File: config.mk
export PLATFORM = sky130hd
export DESIGN_NAME = digit_by_digit_nth_root
export DESIGN_NICKNAME = d
export VERILOG_FILES = /design/src/design/dbdnr_pkg.sv /design/src/design/dbdnr_bcd.sv /design/src/design/dbdnr_mul.sv /design/src/design/digit_by_digit_nth_root.sv
export SDC_FILE = /design/constraint.sdc
export NUM_CORES = 2
export LEC_CHECK = 0
export BUFFER_PORTS_ARGS = -buffer_cell sky130_fd_sc_hd__buf_2
export CAP_MARGIN = 40
export CORE_MARGIN = 5
export CORE_UTILIZATION = 25
export DETAILED_ROUTE_END_ITERATION = 6
export PLACE_DENSITY = 0.36
export SYNTH_ARGS = -nofsm -noshare
export SYNTH_HDL_FRONTEND = slang
export SYNTH_HIERARCHICAL = 1
export SYNTH_SLANG_ARGS = --single-unit
File: constraint.sdc
create_clock -name clk -period 15.8 [get_ports clk]
set_input_delay 3.16 -clock clk [delete_from_list [all_inputs] [get_ports clk]]
set_output_delay 3.16 -clock clk [all_outputs]
set_load 0.01 [all_outputs]
File: src/design/dbdnr_pkg.sv
// ----------------------------------------------------------------------------
// dbdnr_pkg
// Shared types and constants for the digit-by-digit nth root block.
// ----------------------------------------------------------------------------
package dbdnr_pkg;

  // data widths
  localparam int WORD_W     = 64;
  localparam int RAD_W      = 31;
  // decimal digits of the widest radicand
  localparam int NUM_DIGITS = 10;
  localparam int DIG_IDX_W  = $clog2(NUM_DIGITS);
  localparam int LEN_W      = $clog2(NUM_DIGITS + 1);

  // configuration port
  localparam int CFG_IDX_W  = 2;
  localparam int CFG_DATA_W = 4;
  localparam logic [CFG_IDX_W-1:0]  REG_ROOT_DEGREE = 2'd0;
  localparam logic [CFG_IDX_W-1:0]  REG_FRAC_DIGITS = 2'd1;
  localparam logic [CFG_DATA_W-1:0] ROOT_DEGREE_RST = 4'd2;
  localparam logic [CFG_DATA_W-1:0] FRAC_DIGITS_RST = 4'd3;

  // largest trial digit
  localparam logic [3:0] DIGIT_MAX = 4'd9;

  // decimal digits, index 0 is the least significant
  typedef logic [NUM_DIGITS-1:0][3:0] bcd_digits_t;

  // status of the shared multiplier
  typedef struct packed {
    logic done;
    logic ovf;
  } mul_status_t;

endpackage

File: src/design/dbdnr_bcd.sv
// ----------------------------------------------------------------------------
// dbdnr_bcd
// Binary to decimal converter, shift and add-3, one bit per cycle.
// ----------------------------------------------------------------------------
module dbdnr_bcd (
  input  logic                          clk,
  input  logic                          rst,
  input  logic                          start,
  input  logic [dbdnr_pkg::RAD_W-1:0]   value,
  output dbdnr_pkg::bcd_digits_t        digits,
  output logic                          done
);
  import dbdnr_pkg::*;

  localparam int CNT_W = $clog2(RAD_W + 1);

  logic [RAD_W-1:0] bin;
  logic [CNT_W-1:0] cnt;
  logic             running;
  bcd_digits_t      adj;

  // add 3 to every digit of five or more before the shift
  always_comb begin
    for (int i = 0; i < NUM_DIGITS; i++) begin
      adj[i] = (digits[i] >= 4'd5) ? digits[i] + 4'd3 : digits[i];
    end
  end

  // control
  always_ff @(posedge clk) begin
    if (rst) begin
      running <= 1'b0;
      done    <= 1'b0;
      cnt     <= '0;
    end else begin
      done <= 1'b0;
      if (start) begin
        running <= 1'b1;
        cnt     <= CNT_W'(RAD_W);
      end else if (running) begin
        cnt <= cnt - 1'b1;
        if (cnt == CNT_W'(1)) begin
          running <= 1'b0;
          done    <= 1'b1;
        end
      end
    end
  end

  // shift register
  always_ff @(posedge clk) begin
    if (start) begin
      bin    <= value;
      digits <= '0;
    end else if (running) begin
      {digits, bin} <= {adj[NUM_DIGITS-1:0], bin} << 1;
    end
  end

endmodule

File: src/design/dbdnr_mul.sv
// ----------------------------------------------------------------------------
// dbdnr_mul
// 64 by 64 bit multiplier with overflow flag, built from one shared
// 32 by 32 bit multiplier used in two phases, then a final add.
// ----------------------------------------------------------------------------
module dbdnr_mul (
  input  logic                          clk,
  input  logic                          rst,
  input  logic                          start,
  input  logic [dbdnr_pkg::WORD_W-1:0]  a,
  input  logic [dbdnr_pkg::WORD_W-1:0]  b,
  output logic [dbdnr_pkg::WORD_W-1:0]  product,
  output dbdnr_pkg::mul_status_t        status
);
  import dbdnr_pkg::*;

  typedef enum logic [3:0] {
    M_IDLE = 4'b0001,
    M_LO   = 4'b0010,
    M_MID  = 4'b0100,
    M_SUM  = 4'b1000
  } mul_state_t;

  mul_state_t        phase;
  logic [WORD_W-1:0] opa;
  logic [WORD_W-1:0] opb;
  logic [WORD_W-1:0] pp_lo;
  logic [WORD_W-1:0] pp_mid;
  logic              cross_ovf;
  logic              a_hi_nz;
  logic [31:0]       mx;
  logic [31:0]       my;
  logic [WORD_W-1:0] mp;
  logic [WORD_W:0]   sum;

  assign a_hi_nz = (opa[63:32] != '0);

  // shared multiplier: low product first, then the one cross product
  // that can be nonzero without a certain overflow
  always_comb begin
    if (phase == M_LO) begin
      mx = opa[31:0];
      my = opb[31:0];
    end else begin
      mx = a_hi_nz ? opa[63:32] : opb[63:32];
      my = a_hi_nz ? opb[31:0]  : opa[31:0];
    end
  end

  assign mp  = {32'b0, mx} * {32'b0, my};
  assign sum = {1'b0, pp_lo} + {1'b0, pp_mid[31:0], 32'b0};

  // sequencer and status
  always_ff @(posedge clk) begin
    if (rst) begin
      phase       <= M_IDLE;
      status.done <= 1'b0;
    end else begin
      status.done <= 1'b0;
      case (phase)
        M_IDLE: if (start) phase <= M_LO;
        M_LO:   phase <= M_MID;
        M_MID:  phase <= M_SUM;
        M_SUM: begin
          phase       <= M_IDLE;
          status.done <= 1'b1;
          status.ovf  <= cross_ovf | (pp_mid[63:32] != '0) | sum[WORD_W];
        end
        default: phase <= M_IDLE;
      endcase
    end
  end

  // datapath
  always_ff @(posedge clk) begin
    case (phase)
      M_IDLE: begin
        if (start) begin
          opa <= a;
          opb <= b;
        end
      end
      M_LO: begin
        pp_lo     <= mp;
        cross_ovf <= a_hi_nz && (opb[63:32] != '0);
      end
      M_MID: pp_mid <= mp;
      M_SUM: product <= sum[WORD_W-1:0];
      default: ;
    endcase
  end

endmodule

File: src/design/digit_by_digit_nth_root.sv
// ----------------------------------------------------------------------------
// digit_by_digit_nth_root
// Decimal shifting nth root: floor of the nth root of radicand * 10^(n*k),
// one decimal digit of the root per group, with the final remainder.
//
//   channel  signals                                      direction
//   config   cfg_wr_en, cfg_index, cfg_data               in
//   command  start, radicand; busy                        in / out
//   result   done, root_scaled, remainder, overflow       out
//
// A word is taken when start is high and busy is low; busy stays high
// until the result, which shows for the single cycle in which done is high.
// Steps per word: the decimal conversion, alignment of the groups, then
// per group n digit feeds and, for each trial digit, a try and up to
// n-1 multiplies on the shared multiplier (stopped early once the power
// exceeds the prefix), and finally posting the result.
// Reset is synchronous; it restores n=2, k=3 and returns to idle.
// ----------------------------------------------------------------------------
module digit_by_digit_nth_root #(
  parameter int MAX_ROOT        = 8,
  parameter int MAX_FRAC_DIGITS = 9
) (
  input  logic                              clk,
  input  logic                              rst,
  input  logic                              cfg_wr_en,
  input  logic [dbdnr_pkg::CFG_IDX_W-1:0]   cfg_index,
  input  logic [dbdnr_pkg::CFG_DATA_W-1:0]  cfg_data,
  input  logic                              start,
  input  logic [dbdnr_pkg::RAD_W-1:0]       radicand,
  output logic                              busy,
  output logic                              done,
  output logic [dbdnr_pkg::WORD_W-1:0]      root_scaled,
  output logic [dbdnr_pkg::WORD_W-1:0]      remainder,
  output logic                              overflow
);
  import dbdnr_pkg::*;

  localparam int CNT_W = $clog2(MAX_ROOT + 1);
  localparam int KW    = $clog2(MAX_FRAC_DIGITS + 2);
  localparam int TOP_W = $clog2(NUM_DIGITS + MAX_ROOT);
  localparam int GRP_W = $clog2(NUM_DIGITS + MAX_FRAC_DIGITS + 1);

  typedef enum logic [7:0] {
    ST_IDLE   = 8'b0000_0001,
    ST_CONV   = 8'b0000_0010,
    ST_ALIGN  = 8'b0000_0100,
    ST_GSTART = 8'b0000_1000,
    ST_FEED   = 8'b0001_0000,
    ST_TRY    = 8'b0010_0000,
    ST_MSTART = 8'b0100_0000,
    ST_MWAIT  = 8'b1000_0000
  } state_t;

  state_t                state;
  logic [CFG_DATA_W-1:0] root_degree;
  logic [CFG_DATA_W-1:0] frac_digits;
  logic [CNT_W-1:0]      n_eff;
  logic [KW-1:0]         k_eff;

  logic [TOP_W-1:0]      top;
  logic [TOP_W-1:0]      int_left;
  logic [TOP_W-1:0]      rd_idx;
  logic [GRP_W-1:0]      groups;
  logic [CNT_W-1:0]      feed_cnt;
  logic [CNT_W-1:0]      mul_left;
  logic [3:0]            d;
  logic [WORD_W-1:0]     t;
  logic [WORD_W-1:0]     y;
  logic [WORD_W-1:0]     y10;
  logic [WORD_W-1:0]     cand;
  logic [WORD_W-1:0]     acc;
  logic [WORD_W-1:0]     pw;

  bcd_digits_t           digits;
  logic                  bcd_done;
  logic [LEN_W-1:0]      len;
  logic [3:0]            feed_digit;
  logic [WORD_W+3:0]     t_wide;
  logic [WORD_W:0]       cand_sum;

  logic                  mul_start;
  logic [WORD_W-1:0]     mul_prod;
  mul_status_t           mst;

  // configuration registers
  always_ff @(posedge clk) begin
    if (rst) begin
      root_degree <= ROOT_DEGREE_RST;
      frac_digits <= FRAC_DIGITS_RST;
    end else if (cfg_wr_en) begin
      case (cfg_index)
        REG_ROOT_DEGREE: root_degree <= cfg_data;
        REG_FRAC_DIGITS: frac_digits <= cfg_data;
        default: ;
      endcase
    end
  end

  // clamp degree and digit count into range
  always_comb begin
    if (root_degree == '0) begin
      n_eff = CNT_W'(1);
    end else if (int'(root_degree) > MAX_ROOT) begin
      n_eff = CNT_W'(MAX_ROOT);
    end else begin
      n_eff = CNT_W'(root_degree);
    end
    if (int'(frac_digits) > MAX_FRAC_DIGITS) begin
      k_eff = KW'(MAX_FRAC_DIGITS);
    end else begin
      k_eff = KW'(frac_digits);
    end
  end

  // decimal digits of the radicand
  dbdnr_bcd u_bcd (
    .clk    (clk),
    .rst    (rst),
    .start  (start && !busy),
    .value  (radicand),
    .digits (digits),
    .done   (bcd_done)
  );

  // shared multiplier for the trial powers
  dbdnr_mul u_mul (
    .clk     (clk),
    .rst     (rst),
    .start   (mul_start),
    .a       (acc),
    .b       (cand),
    .product (mul_prod),
    .status  (mst)
  );

  assign mul_start = (state == ST_MSTART);
  assign busy      = (state != ST_IDLE);

  // number of significant decimal digits
  always_comb begin
    len = '0;
    for (int i = 0; i < NUM_DIGITS; i++) begin
      if (digits[i] != 4'd0) len = LEN_W'(i + 1);
    end
  end

  // next digit of the scaled radicand, zero past the integer digits
  assign rd_idx = int_left - 1'b1;
  always_comb begin
    feed_digit = 4'd0;
    if (int_left != '0 && rd_idx < TOP_W'(NUM_DIGITS)) begin
      feed_digit = digits[rd_idx[DIG_IDX_W-1:0]];
    end
  end

  // prefix times ten plus digit, carry bits mark overflow
  assign t_wide   = {1'b0, t, 3'b0} + {3'b0, t, 1'b0} + {{WORD_W{1'b0}}, feed_digit};
  assign cand_sum = {1'b0, y10} + {{(WORD_W-3){1'b0}}, d};

  // sequencer
  always_ff @(posedge clk) begin
    if (rst) begin
      state <= ST_IDLE;
      done  <= 1'b0;
    end else begin
      done <= 1'b0;
      case (state)
        ST_IDLE: begin
          if (start) begin
            state <= ST_CONV;
          end
        end
        ST_CONV: begin
          if (bcd_done) state <= ST_ALIGN;
        end
        ST_ALIGN: begin
          if (len == '0) begin
            done  <= 1'b1;
            state <= ST_IDLE;
          end else if (top >= TOP_W'(len)) begin
            state <= ST_GSTART;
          end
        end
        ST_GSTART: begin
          if (groups == '0) begin
            done  <= 1'b1;
            state <= ST_IDLE;
          end else begin
            state <= ST_FEED;
          end
        end
        ST_FEED: begin
          if (t_wide[WORD_W+3:WORD_W] != '0) begin
            done  <= 1'b1;
            state <= ST_IDLE;
          end else if (feed_cnt == CNT_W'(1)) begin
            state <= ST_TRY;
          end
        end
        ST_TRY: begin
          if (!cand_sum[WORD_W]) begin
            if (n_eff == CNT_W'(1)) begin
              if (cand_sum[WORD_W-1:0] <= t) state <= ST_GSTART;
            end else begin
              state <= ST_MSTART;
            end
          end
        end
        ST_MSTART: state <= ST_MWAIT;
        ST_MWAIT: begin
          if (mst.done) begin
            if (mst.ovf || mul_prod > t) begin
              state <= ST_TRY;
            end else if (mul_left == CNT_W'(1)) begin
              state <= ST_GSTART;
            end else begin
              state <= ST_MSTART;
            end
          end
        end
        default: state <= ST_IDLE;
      endcase
    end
  end

  // datapath
  always_ff @(posedge clk) begin
    case (state)
      ST_IDLE: begin
        top    <= '0;
        groups <= '0;
        t      <= '0;
        y      <= '0;
        pw     <= '0;
      end
      ST_CONV: ;
      ST_ALIGN: begin
        if (len == '0) begin
          root_scaled <= '0;
          remainder   <= '0;
          overflow    <= 1'b0;
        end else if (top < TOP_W'(len)) begin
          // integer groups, the leading one padded with zeros
          top    <= top + TOP_W'(n_eff);
          groups <= groups + 1'b1;
        end else begin
          groups   <= groups + GRP_W'(k_eff);
          int_left <= top;
        end
      end
      ST_GSTART: begin
        if (groups == '0) begin
          root_scaled <= y;
          remainder   <= t - pw;
          overflow    <= 1'b0;
        end else begin
          y10      <= {y[WORD_W-4:0], 3'b0} + {y[WORD_W-2:0], 1'b0};
          feed_cnt <= n_eff;
          d        <= DIGIT_MAX;
        end
      end
      ST_FEED: begin
        if (t_wide[WORD_W+3:WORD_W] != '0) begin
          root_scaled <= '1;
          remainder   <= '1;
          overflow    <= 1'b1;
        end else begin
          t        <= t_wide[WORD_W-1:0];
          feed_cnt <= feed_cnt - 1'b1;
          if (int_left != '0) int_left <= int_left - 1'b1;
        end
      end
      ST_TRY: begin
        if (cand_sum[WORD_W]) begin
          d <= d - 1'b1;
        end else if (n_eff == CNT_W'(1)) begin
          if (cand_sum[WORD_W-1:0] <= t) begin
            y      <= cand_sum[WORD_W-1:0];
            pw     <= cand_sum[WORD_W-1:0];
            groups <= groups - 1'b1;
          end else begin
            d <= d - 1'b1;
          end
        end else begin
          cand     <= cand_sum[WORD_W-1:0];
          acc      <= cand_sum[WORD_W-1:0];
          mul_left <= n_eff - 1'b1;
        end
      end
      ST_MSTART: ;
      ST_MWAIT: begin
        if (mst.done) begin
          if (mst.ovf || mul_prod > t) begin
            d <= d - 1'b1;
          end else if (mul_left == CNT_W'(1)) begin
            y      <= cand;
            pw     <= mul_prod;
            groups <= groups - 1'b1;
          end else begin
            acc      <= mul_prod;
            mul_left <= mul_left - 1'b1;
          end
        end
      end
      default: ;
    endcase
  end

endmodule

Word-level counts from Yosys, hierarchy flattened. Cells that the tools add are included.

Add/sub/neg operators: 26. Multipliers: 1. Order comparisons: 18. Eq/ne operators: 44. Muxes and demuxes: 121. Bitwise operators: 7. Reductions and logical operators: 51.

Operators with widths (number): 64-bit two-way mux (19); 64-bit case mux with 3 select lines (4); 64-bit case mux with 2 select lines (2); 4-bit two-way mux (37); 32-bit two-way mux (4); 32-bit nonzero test (3); 5-bit two-way mux (17); 8-bit two-way mux (10); 67-bit by 65-bit adder with 68-bit output (1); 68-bit by 4-bit adder with 68-bit output (1); 64-bit by 4-bit adder with 65-bit output (1); 64-bit by 64-bit adder with 65-bit output (1); 64-bit adder (1); 64-bit greater-than comparator (1); 64-bit less-or-equal comparator (1); 32-bit by 32-bit multiplier with 64-bit output (1); 8-bit case mux with 8 select lines (1); 64-bit subtractor (1); 31-bit two-way mux (2); 4-bit nonzero test (12); 4-bit by 3-bit >= comparator with 1-bit output, second input constant (10); 2-bit != test, second input constant (19); 4-bit by 2-bit adder with 4-bit output, second input constant (9); 4-bit case mux with 3 select lines (2); 55 further kinds (108).

Bits in registers: 962. Bits of input ports: 41. Output and inout bits: 131. Word-level logic and storage cells: 310.

Longest topological paths before layout.
Depth after elaboration: 15. Gate-level depth with buffers: 36. Mapped depth without buffers: 32.

Hierarchy. Netlist, hierarchy kept.

Modules (own cells, without submodules): dbdnr_mul (instances 1, cells each 4540, area each 45039.4 µm²); digit_by_digit_nth_root (instances 1, cells each 3890, area each 37633.6 µm²); dbdnr_bcd (instances 1, cells each 395, area each 3985.1 µm²).

Least setup slack after synthesis. OpenSTA, ideal clock, no wires.

Path type: reg-to-reg. Start: reg y10[4]. End: reg pw[0], enable pin. Arrival time: 10.907 ns. Setup slack: 4.236 ns. Stages on the path, launching flop included: 22. Period minus slack after synthesis: 11.564 ns. Path through: edfxtp_1 -> nand4_1 -> or2_2 -> or4_1 -> nor2_1 -> nand3_1 -> or3_1 -> nor2_1 -> nand3_1 -> xor2_1 -> inv_1 -> ha_1 -> nand4_1 -> or4_1 -> nor4_1 -> and3_1 -> nand2_1 -> nor3_1 -> a21oi_1 -> o21ai_0 -> nand4_1 -> a21oi_1.

Cells in the longest elaborated chain, start to end: 4. Elaborated cells between the ends (all ways): 5. Classes of those cells: add/sub (1); order compare (1); eq/ne (2); reduce/logical (1).

RTL lines: start, declared (RTL line digit_by_digit_nth_root.sv:69) `logic [WORD_W-1:0] y10;`; start signal, assigned (RTL line digit_by_digit_nth_root.sv:257) `y10 <= {y[WORD_W-4:0], 3'b0} + {y[WORD_W-2:0], 1'b0};`; 64-bit by 4-bit adder with 65-bit output (RTL line digit_by_digit_nth_root.sv:158) `assign cand_sum = {1'b0, y10} + {{(WORD_W-3){1'b0}}, d};`; via cand_sum[59] (RTL line digit_by_digit_nth_root.sv:79) `logic [WORD_W:0] cand_sum;`; 64-bit less-or-equal comparator (RTL line digit_by_digit_nth_root.sv:277) `if (cand_sum[WORD_W-1:0] <= t) begin`; 2-bit != test (no line); 7-bit AND reduction (no line); end signal, assigned (RTL line digit_by_digit_nth_root.sv:279) `pw <= cand_sum[WORD_W-1:0];`; end signal, assigned (RTL line digit_by_digit_nth_root.sv:297) `pw <= mul_prod;`; end, declared (RTL line digit_by_digit_nth_root.sv:72) `logic [WORD_W-1:0] pw;`.

The timed path passes the listed nets, and every way through them passes these cells. A chain may end at the register's enable or synchronous reset.

Final worst setup path.
Start: reg u_mul.opa[63]. End: reg u_mul.pp_lo[50] (data pin).

Cells in the longest elaborated chain, start to end: 4. Elaborated cells between the ends (all ways): 6. Classes of those cells: mul (1); mux (4); reduce/logical (1).

RTL lines: start, declared (RTL line dbdnr_mul.sv:25) `logic [WORD_W-1:0] opa;`; start signal, assigned (RTL line dbdnr_mul.sv:79) `opa <= a;`; 32-bit nonzero test (RTL line dbdnr_mul.sv:36) `assign a_hi_nz = (opa[63:32] != '0);`; 32-bit two-way mux, on equally long branches (RTL line dbdnr_mul.sv:45, dbdnr_mul.sv:46); 32-bit two-way mux (RTL line dbdnr_mul.sv:41) `if (phase == M_LO) begin`; 32-bit by 32-bit multiplier with 64-bit output (*) (RTL line dbdnr_mul.sv:50) `assign mp = {32'b0, mx} * {32'b0, my};`; via u_mul.mp[50] (RTL line dbdnr_mul.sv:33) `logic [WORD_W-1:0] mp;`; end signal, assigned (RTL line dbdnr_mul.sv:84) `pp_lo <= mp;`; end, declared (RTL line dbdnr_mul.sv:27) `logic [WORD_W-1:0] pp_lo;`.

Mark *: on every way through the listed nets, which the timed path passes. The rest lies on a longest branch.

==> results.cfg <==
[sta]
timing.final.crit_period_ns = 11.06
final_setup_violation_count = 0
fin_hold_ws_ns = 0.416
timing.fmax_ghz = 0.0904
slew_at_the_pin_closest_to_its_max_slew_limit_ns = 1.01
fin_skew_ns = 0.0512
fin_crit_sh_pct = 70.0
hold_viol = 0
totalNegativeSetupSlack_ns = 0
rsz0062_at_grt = no
maxSlewHeadroom_pct = 32.0
number_of_max_slew_violations_in_the_final_report = 0

[final_layout]
final_nets = 10600
most_frequent_standard_cell_in_the_layout_excluding_fill_and_tap_cells = inv_1
areaGrowthSynthToFinish_pct = 12.1
layout_common_cells = inv_1 (1228), nor2_1 (1030), nand2_1 (1018)
final_layout_size_suffix_gt1_share_pct = 7.72

[floorplanning]
floorplan.initialDensity_pct = 25.1
std_cell_rows = 216
die_boundary_height_um = 599
io_pins = 172
die_width_um = 599
placeableCoreArea_sq_um = 346000
design.die.area_sq_um = 359000

[pwr]
leakagePower_nw = 42.5
pwr_density_cell_nw_per_um2 = 76.5
vdd_drop_max_v = 0.0000949

[clocking]
clock_sinks = 961
clk_root_buffer_cell = clkbuf_16
cts.hold.buffers_added = 0
clock_tree.htree_level_count = 3
postCtsSetupRepairBufs = 0
numCtsBuffers = 110
clk-insertion-delay-late_ns = 0.76
clockBufferDepth = 3
clock_tree_from_tritoncts = built
postCtsResizedCells = 0
worst_path_clk_slew_ns = 0.06

[setup_path]
timing.critical_path.slowest_stage_cell = mux2_2
crit_path_dat_ns = 11.51
cp_data_required_time_ns = 16.25
timing.critical_path.to_type = register
crit-reg2reg-capture = u_mul/pp_lo[50]$_DFFE_PP_
cpMostUsedCell = fa_1
regToRegSetupSlack_ns = 4.74
worstPathMaxFanout = 33
critical_path_class = reg2reg
worst_r2r_path_depth = 32
worst_flop_to_flop_path_startpoint = u_mul/opa[63]$_DFFE_PP_
worst_stage_delay_on_the_critical_path_ns = 0.74
startpoint_type = register

[placement]
place.port_buffers = 171
globalplace.congestion = 0.902
detailed_place_hpwl_um = 271000

[global_route]
grt_use_total_pct = 18.7
overflow = 0
global_route_wire_length_before_repair_um = 490000
grt_start_max_net_pins = 129
first_global_vias = 67000
number_of_antenna_violations_at_the_first_check_in_global_routing = 19

[synthesis]
dominantRegCellSynth = edfxtp_1
synth.yosys.seq_area_share_pct = 32.5
ys_seq_elements = 961
synth_edf_count = 892
count_of_different_cell_masters_after_synthesis = 96
async_flop_share_pct = 0
syn_nets = 10500
synth_area_per_cell_sq_um = 9.82
netlist_area_sq_um = 86700
synth-warning-count = 6
post_synth_inst_count = 8825

[drt]
post_drt_wl_per_cell_um = 25.1
initialDrtViolationCount = 4969
drc = 0
routed_wirelength_um = 340000
detailedRoute.firstPassIterationCount = 7
num_vias = 64900
antenna_violating_nets_remaining = 0
drt-vias-per-instance = 4.78

[min_path]
worstHoldPathType = reg2reg
min_delay_worst_endpoint = u_mul/opa[7]$_DFFE_PP_
hold_path_depth = 0
hp-start = acc[7]$_DFFE_PP_

[status]
run_status = finished clean

[job]
maxCapViolCount = 0
[routing by layer]
layer | share of wire (%) | routed length (um) | track usage (%)
met5 | 0.0038 | 13 | 0
met4 | 2.7 | 9350 | 4.64
met3 | 5.0 | 16900 | 2.38
met2 | 47 | 158000 | 30.7
met1 | 46 | 156000 | 26.3
[layout make-up]
cell class              instances  area [sq um]
repair buffers                336          2300
clock buffers                 122          2810
well taps                    4578          5730
diodes                          4          10.0
fillers                     36400        249000
inverters                    1233          4630
multi-input cells            6259         52600
clock inverters                84           870
flip-flops and latches        961         28200
[cell families after synthesis]
group           count (synthesis)  share of synthesized area (%)
xor+xnor                      354                           3.58
buf+inv                      1605                           7.09
simple gates                 2644                           13.1
compound gates               1524                           10.9
fa+ha+maj                    1623                           31.3
flops                         961                           32.5
mux                           114                           1.53
[flip-flops by register name, summed over array words and instances (netlist names), 8 cells and up]
signal	count
u_bcd/digits	40
u_mul/pp_lo	64
cand	64
pw	64
u_mul/opa	64
acc	64
y	64
u_mul/opb	64
u_bcd/bin	31
u_mul/product	64
remainder	64
root_scaled	64
state	8
t	64
y10	63
u_mul/pp_mid	64
[report_power, final]
part           total [W]  switching [W]  internal, W
sequential       0.00306       0.000137      0.00292
combinational    0.00170        0.00104     0.000658
clock            0.00267        0.00118      0.00149
total            0.00743        0.00236      0.00507
[cells in the mapped netlist (49+ instances only)]
library cell  count  area (sq um)
nor2_1         1032          3870
fa_1            904         18100
buf_2            71           355
xor2_1          136          1190
mux2_2           63           709
xnor2_1         218          1910
edfxtp_1        892         26800
a21o_1          262          1970
nand2_1        1019          3820
nand2b_1         49           307
nor3_1           69           345
inv_1          1231          4620
a21oi_1         485          2430
nand3_1          94           470
ha_1            719          9000
nand4_1         125           782
o21bai_1         56           420
o21ai_0         345          1730
dfxtp_1          69          1380
o21a_1           72           541
clkbuf_1        284          1070
[through the flow]
step           cells  area, sq um  power [W]  setup slack [ns]  utilization, %
2_1_floorplan   8825        86700    0.00431              4.24               -
3_3_place_gp   13300        93000    0.00480              4.84            26.9
3_5_place_dp   13400        93400    0.00481              4.90            27.0
4_1_cts        13600        97100    0.00753              4.79            28.1
5_1_grt        13600        97100    0.00783              4.32            28.1
6_report       13600        97100    0.00743              4.74            28.1
[how the worst max path moves through the flow]
stage                                 start                         to  slack [ns]  depth (start not counted)
finish              u_mul/opa[63]$_DFFE_PP_  u_mul/pp_lo[50]$_DFFE_PP_        4.74                         32
global route        u_mul/opa[63]$_DFFE_PP_  u_mul/pp_lo[50]$_DFFE_PP_        4.32                         32
CTS                 u_mul/opa[63]$_DFFE_PP_  u_mul/pp_lo[50]$_DFFE_PP_        4.79                         32
detailed placement  u_mul/opa[63]$_DFFE_PP_  u_mul/pp_lo[50]$_DFFE_PP_        4.90                         32
global placement    u_mul/opa[63]$_DFFE_PP_  u_mul/pp_lo[50]$_DFFE_PP_        4.84                         28
floorplan                  y10[4]$_DFFE_PP_            pw[0]$_DFFE_PP_        4.24                         21
[worst max-delay path, delay by kind of cell (launching register included)]
kind	cells	cell delay, ns
AOI/OAI and AO/OA	5	1.67
adders and majority gates	9	4.53
buffers and inverters	9	1.54
DFF	1	0.41
muxes	1	0.74
and+or+nand+nor	8	1.77
No activity file was read; power rests on OpenSTA's default activity.
